## config.mk

```make
export PLATFORM = sky130hd
export DESIGN_NAME = psd_sqrt
export DESIGN_NICKNAME = d
export VERILOG_FILES = /design/src/hdl/psd_sqrt.sv
export SDC_FILE = /design/constraint.sdc
export NUM_CORES = 1
export LEC_CHECK = 0
export BUFFER_PORTS_ARGS = -buffer_cell sky130_fd_sc_hd__buf_2
export CAP_MARGIN = 25
export CELL_PAD_IN_SITES_DETAIL_PLACEMENT = 1
export CELL_PAD_IN_SITES_GLOBAL_PLACEMENT = 2
export CORE_MARGIN = 1
export CORE_UTILIZATION = 45
export DETAILED_ROUTE_END_ITERATION = 10
export PLACE_DENSITY = 0.84
export SYNTH_ARGS = -nofsm -noshare
export SYNTH_HDL_FRONTEND = slang
export SYNTH_SLANG_ARGS = --single-unit
```

## constraint.sdc

```tcl
create_clock -name i_clk -period 3.49 [get_ports i_clk]
set_input_delay 0.349 -clock i_clk [delete_from_list [all_inputs] [get_ports i_clk]]
set_output_delay 0.349 -clock i_clk [all_outputs]
set_load 0.005 [all_outputs]
```

## src/hdl/psd_sqrt.sv

```systemverilog
module psd_sqrt #(
    parameter int NW = 36,
    parameter int PW = 1
) (
    input  logic            i_clk,
    input  logic            i_rst_n,
    input  logic            i_en,
    input  logic            i_valid,
    input  logic [NW-1:0]   i_num,
    input  logic [PW-1:0]   i_pay,
    output logic            o_valid,
    output logic [NW/2-1:0] o_root,
    output logic [PW-1:0]   o_pay
);
    // digit-by-digit integer square root, one root bit per stage
    localparam int RW = NW / 2;

    logic          r_v    [RW];
    logic [RW:0]   r_rem  [RW];
    logic [NW-1:0] r_num  [RW];
    logic [RW-1:0] r_root [RW];
    logic [PW-1:0] r_pay  [RW];

    for (genvar s = 0; s < RW; s++) begin : g_stage
        logic          v_in;
        logic [RW:0]   rem_in;
        logic [NW-1:0] num_in;
        logic [RW-1:0] root_in;
        logic [PW-1:0] pay_in;
        logic [RW+2:0] sh, trial;
        logic          ge;

        if (s == 0) begin : g_first
            assign v_in    = i_valid;
            assign rem_in  = '0;
            assign num_in  = i_num;
            assign root_in = '0;
            assign pay_in  = i_pay;
        end else begin : g_next
            assign v_in    = r_v[s-1];
            assign rem_in  = r_rem[s-1];
            assign num_in  = r_num[s-1];
            assign root_in = r_root[s-1];
            assign pay_in  = r_pay[s-1];
        end

        assign sh    = {rem_in, num_in[2*(RW-1-s)+1 -: 2]};
        assign trial = (RW+3)'({root_in, 2'b01});
        assign ge    = sh >= trial;

        always_ff @(posedge i_clk) begin
            if (!i_rst_n) begin
                r_v[s] <= 1'b0;
            end else if (i_en) begin
                r_v[s] <= v_in;
            end
        end

        always_ff @(posedge i_clk) begin
            if (i_en) begin
                r_rem[s]  <= ge ? (RW+1)'(sh - trial) : sh[RW:0];
                r_num[s]  <= num_in;
                r_root[s] <= {root_in[RW-2:0], ge};
                r_pay[s]  <= pay_in;
            end
        end
    end

    assign o_valid = r_v[RW-1];
    assign o_root  = r_root[RW-1];
    assign o_pay   = r_pay[RW-1];

endmodule

```

---- Yosys cells after proc, flatten, opt, wreduce, memory -nomap -nowiden ----
Memory sizes are Yosys's and may differ from the RTL's.
Cells that the tools add are included.
storage, ports and cells
  flip-flop bits (word level) ............. 0
  latch bits .............................. 0
  bits in writable memories ............... 1350
  ROM bits ................................ 0
  input port bits ......................... 41
  memories ................................ 5
memory list
  name    words  width  rd ports  clocked after Yosys merged registers in  write ports  line  RTL
  r_num   18     36     17        0                                        18           20    logic [NW-1:0] r_num [RW];
  r_rem   18     19     17        0                                        18           19    logic [RW:0] r_rem [RW];
  r_root  18     18     18        0                                        18           21    logic [RW-1:0] r_root [RW];
  r_pay   18     1      18        0                                        18           22    logic [PW-1:0] r_pay [RW];
  r_v     18     1      18        0                                        18           18    logic r_v [RW];
operators by class
  add/sub/neg operators ................... 18
  multiply operators ...................... 0
  divide/modulo/power cells ............... 0
  $lt $le $gt $ge ......................... 18
  eq/ne operators ......................... 0
  shift-type cells ........................ 0
  multiplexer cells ....................... 41
  bitwise gates (word level) .............. 18
  reductions and logical operators ........ 0
operators by type and width
  operator             count
  $ge 21x20->1         17
  $mux 19              18
  $sub 19x19->19       17
  $mux 1               23
  $or 1x1->1           18
  $sub 2x1->3 const B  1
  $ge 2x1->1 const B   1

---- Depth between registers and ports, before layout ----
  depth after elaboration ................. 4
  mapped depth ............................ 12
  gate-level depth less buffers ........... 11

---- Least setup slack after synthesis ----
Ideal clock, no wire load.
  path type ............................... register to register
  from .................................... memory r_rem[13][4] (netlist bit)
  to ...................................... memory r_rem[14][16] (netlist bit), data pin
  arrival ................................. 2583 ps
  required time ........................... 3230 ps
  slack ................................... 647 ps
  cell stages (with the launch flop) ...... 11
  path buffers ............................ 1
  period minus slack after synthesis ...... 2843 ps
  cell sequence ........................... edfxtp_1 ha_1 a2111o_1 o211ai_1 a21oi_1 a41oi_1 o21ai_1 a21oi_1 buf_2 nor2_1 mux2_2
RTL lines
  what             line
  start, declared  19

==> out/results.ini <==
[status]
status = finished with violations
violations = DRC

[clock_network]
clock-root-buffer = clkbuf_16
path_clk_slew_ps = 60
htreeDepth = 3
cts_setup_buffers = 0
tritoncts = built
cts_buffer_depth = 3
numCtsBuffers = 88
clock_sinks = 814
insertion_delay_ps = 630

[floorplanning]
start_util_pct = 45.62
die_x_um = 288.2
io_pins = 61
core_um2 = 80810
die_y_um = 288.2
dieArea_um2 = 83060
placementRows = 104

[yosys]
synth_top_area_share_pct = 66.23
ys_ff_latch = 814
synthFlopType = edfxtp_1
synth.area.mux_share_pct = 1.280
yosysMostFrequentCell = edfxtp_1
netlist_instances = 2715
synth_common_cells = edfxtp_1 (813), inv_1 (229), ha_1 (190)
yosys.area.top_type = edfxtp_1
synth-xor-area-share_pct = 5.465
synthesis.nets = 2946
syn_area_um2 = 36860
synthSimpleGateAreaFrac_pct = 9.019
synth_fa_ha_area_share_pct = 6.449
yosysWarnings = 0
avgSynthCellArea_um2 = 13.58
synth_cell_types = 75
synth_top_family_by_area = simple AND/OR/NAND/NOR gates
synth_enable_flop_cells = 813
async_flop_share_pct = 0
yosys-top-cells-area = edfxtp_1 (66%), ha_1 (6.4%), xnor2_1 (2.9%), xor2_1 (2.6%), inv_1 (2.3%)
synth_compound_area_share_pct = 8.754
synth_seq_area_share_pct = 66.28

[global_routing]
antenna_found_initial = 1
grt_overflow_total = 0
grt_max_degree = 144
grt_pass1_wl_mm = 118.8
grt_pass1_vias = 22360
grt_util_all_layers_pct = 17.96

[sta]
post-route-min-period_ps = 3248
slew_headroom_pct = 46.42
min_period_over_period_pct = 93.05
tns_ps = 0
max_freq_mhz = 307.9
hold_violations = 0
max_slew.worst_pin.slew_ps = 796.3
hold_slack_ps = 87.39
setup_viol = 0
finClkSkew_ps = 19.65
rsz0062_at_grt = no
maxSlewViolCount = 0

[route]
vias_per_cell = 5.312
wirelength_mm = 74.33
drtIter0Drc = 1148
wl_met2_mm = 34.71
drc = 2
top_layer_used = met5
first_pass_iters = 10
wl_per_cell_um = 18.45
drt-met1-wl_mm = 35.15
drtAntennaViolNets = 0
wl_met3_mm = 2.353
vias = 21395

[critical_path]
cp-start-kind = flop
required_ps = 3850
worstSetupPathType = flop to flop
crit_arrival_ps = 3600
worstSetupEndpointType = flop
cp_max_fo = 20

[pwr]
power_per_cell_area_nw_per_um2 = 615.9
irDropWorstVdd_mv = 0.3104
leakagePower_uw = 0.01618

[cells_and_area]
postLayoutCoreUtil_pct = 51.92
finalNetCount = 3132
antenna_cells = 0
drive_gt1_share_pct = 9.198
final_area_um2 = 41950
synthToLayoutAreaGrowth_pct = 13.81

[run]
drv_cap = 0

[hold_path]
hold_class = input port to flop

[placement]
dpl_cell_area_um2 = 38720
place_congestion = 0.8616
hpwl_mm = 52.28
port_buffers = 60

## metrics by stage
step,cells,power [uW],setup WS [ps]
finish,4028,25840,242.5
global route,4028,26960,70.80
CTS,4028,26130,112.0
detailed placement,3833,16770,133.2
global placement,3833,16540,249.6
floorplan,2715,15420,646.7
## state kept, by name, summed over array words and instances (netlist names)
name    cells
r_num     306
r_rem     301
r_root    171
r_pay      18
r_v        18
## metal layers
layer	global-route usage, %	vias to the layer above
li1	-	10432
met1	24.58	10497
met2	29.31	329
met3	2.867	135
met4	5.873	2
met5	0	-
## what timing repair did
action	in CTS	in global routing
setup endpoints to repair	0	13
hold buffers	38	0
resized for setup	0	2
endpoints found under the hold margin	38	0
## cells in the final DEF, fill, tap and decap left out, types with 59 or more instances in the layout
| master | instances |
|---|---|
| inv_1 | 229 |
| xor2_1 | 108 |
| xnor2_1 | 122 |
| nand2_1 | 185 |
| o21ai_0 | 134 |
| a21oi_1 | 139 |
| buf_2 | 59 |
| nor2_1 | 149 |
| edfxtp_1 | 813 |
| clkbuf_16 | 89 |
| ha_1 | 190 |
## power breakdown
part / total (uW) / switching, uW / leakage (uW) / internal (uW)
sequential: 12800 / 669 / 0.00782 / 12100
clock: 9210 / 3680 / 0.00139 / 5540
combinational: 3840 / 2170 / 0.00697 / 1660
total: 25800 / 6520 / 0.0162 / 19300
## worst max-delay path, stage by stage (launching register included)
cell      delay [ps]
edfxtp_1         410
ha_1             410
a2111o_1         470
o211ai_1         130
a21oi_1          120
a41oi_1          410
o21ai_1          220
a21oi_4          360
buf_4            300
o21ai_0          150
## worst paths after layout
check | slack (ps) | cells after the start | to | start
worst max register to register | 240 | 9 | r_rem[14][8]$_DFFE_PP_ | r_rem[13][4]$_DFFE_PP_
worst min register to register | 410 | 0 | r_num[6][13]$_DFFE_PP_ | r_num[5][13]$_DFFE_PP_
worst min-delay path | 90 | 2 | r_v[0]$_DFFE_PP_ | i_valid
worst max-delay path | 240 | 9 | r_rem[14][8]$_DFFE_PP_ | r_rem[13][4]$_DFFE_PP_
## final cells by class
type                    count  area, um^2
fillers                  7984       38850
flip-flops and latches    814       24430
multi-input cells        1637       11460
clock buffers             105        2287
well taps                1060        1326
repair buffers            130        1031
inverters                 230       863.3
clock inverters            52       554.3
## cell families (layout without fill, tap and decap cells)
family	after synthesis	count (layout)
AOI/OAI and AO/OA	506	506
xor gates and xnor gates	230	230
adders and majority gates	190	190
buffers and inverters	264	517
DFF	814	814
muxes	43	43
other	1	1
and+or+nand+nor	667	667
Power figures use the tool's default switching activity.
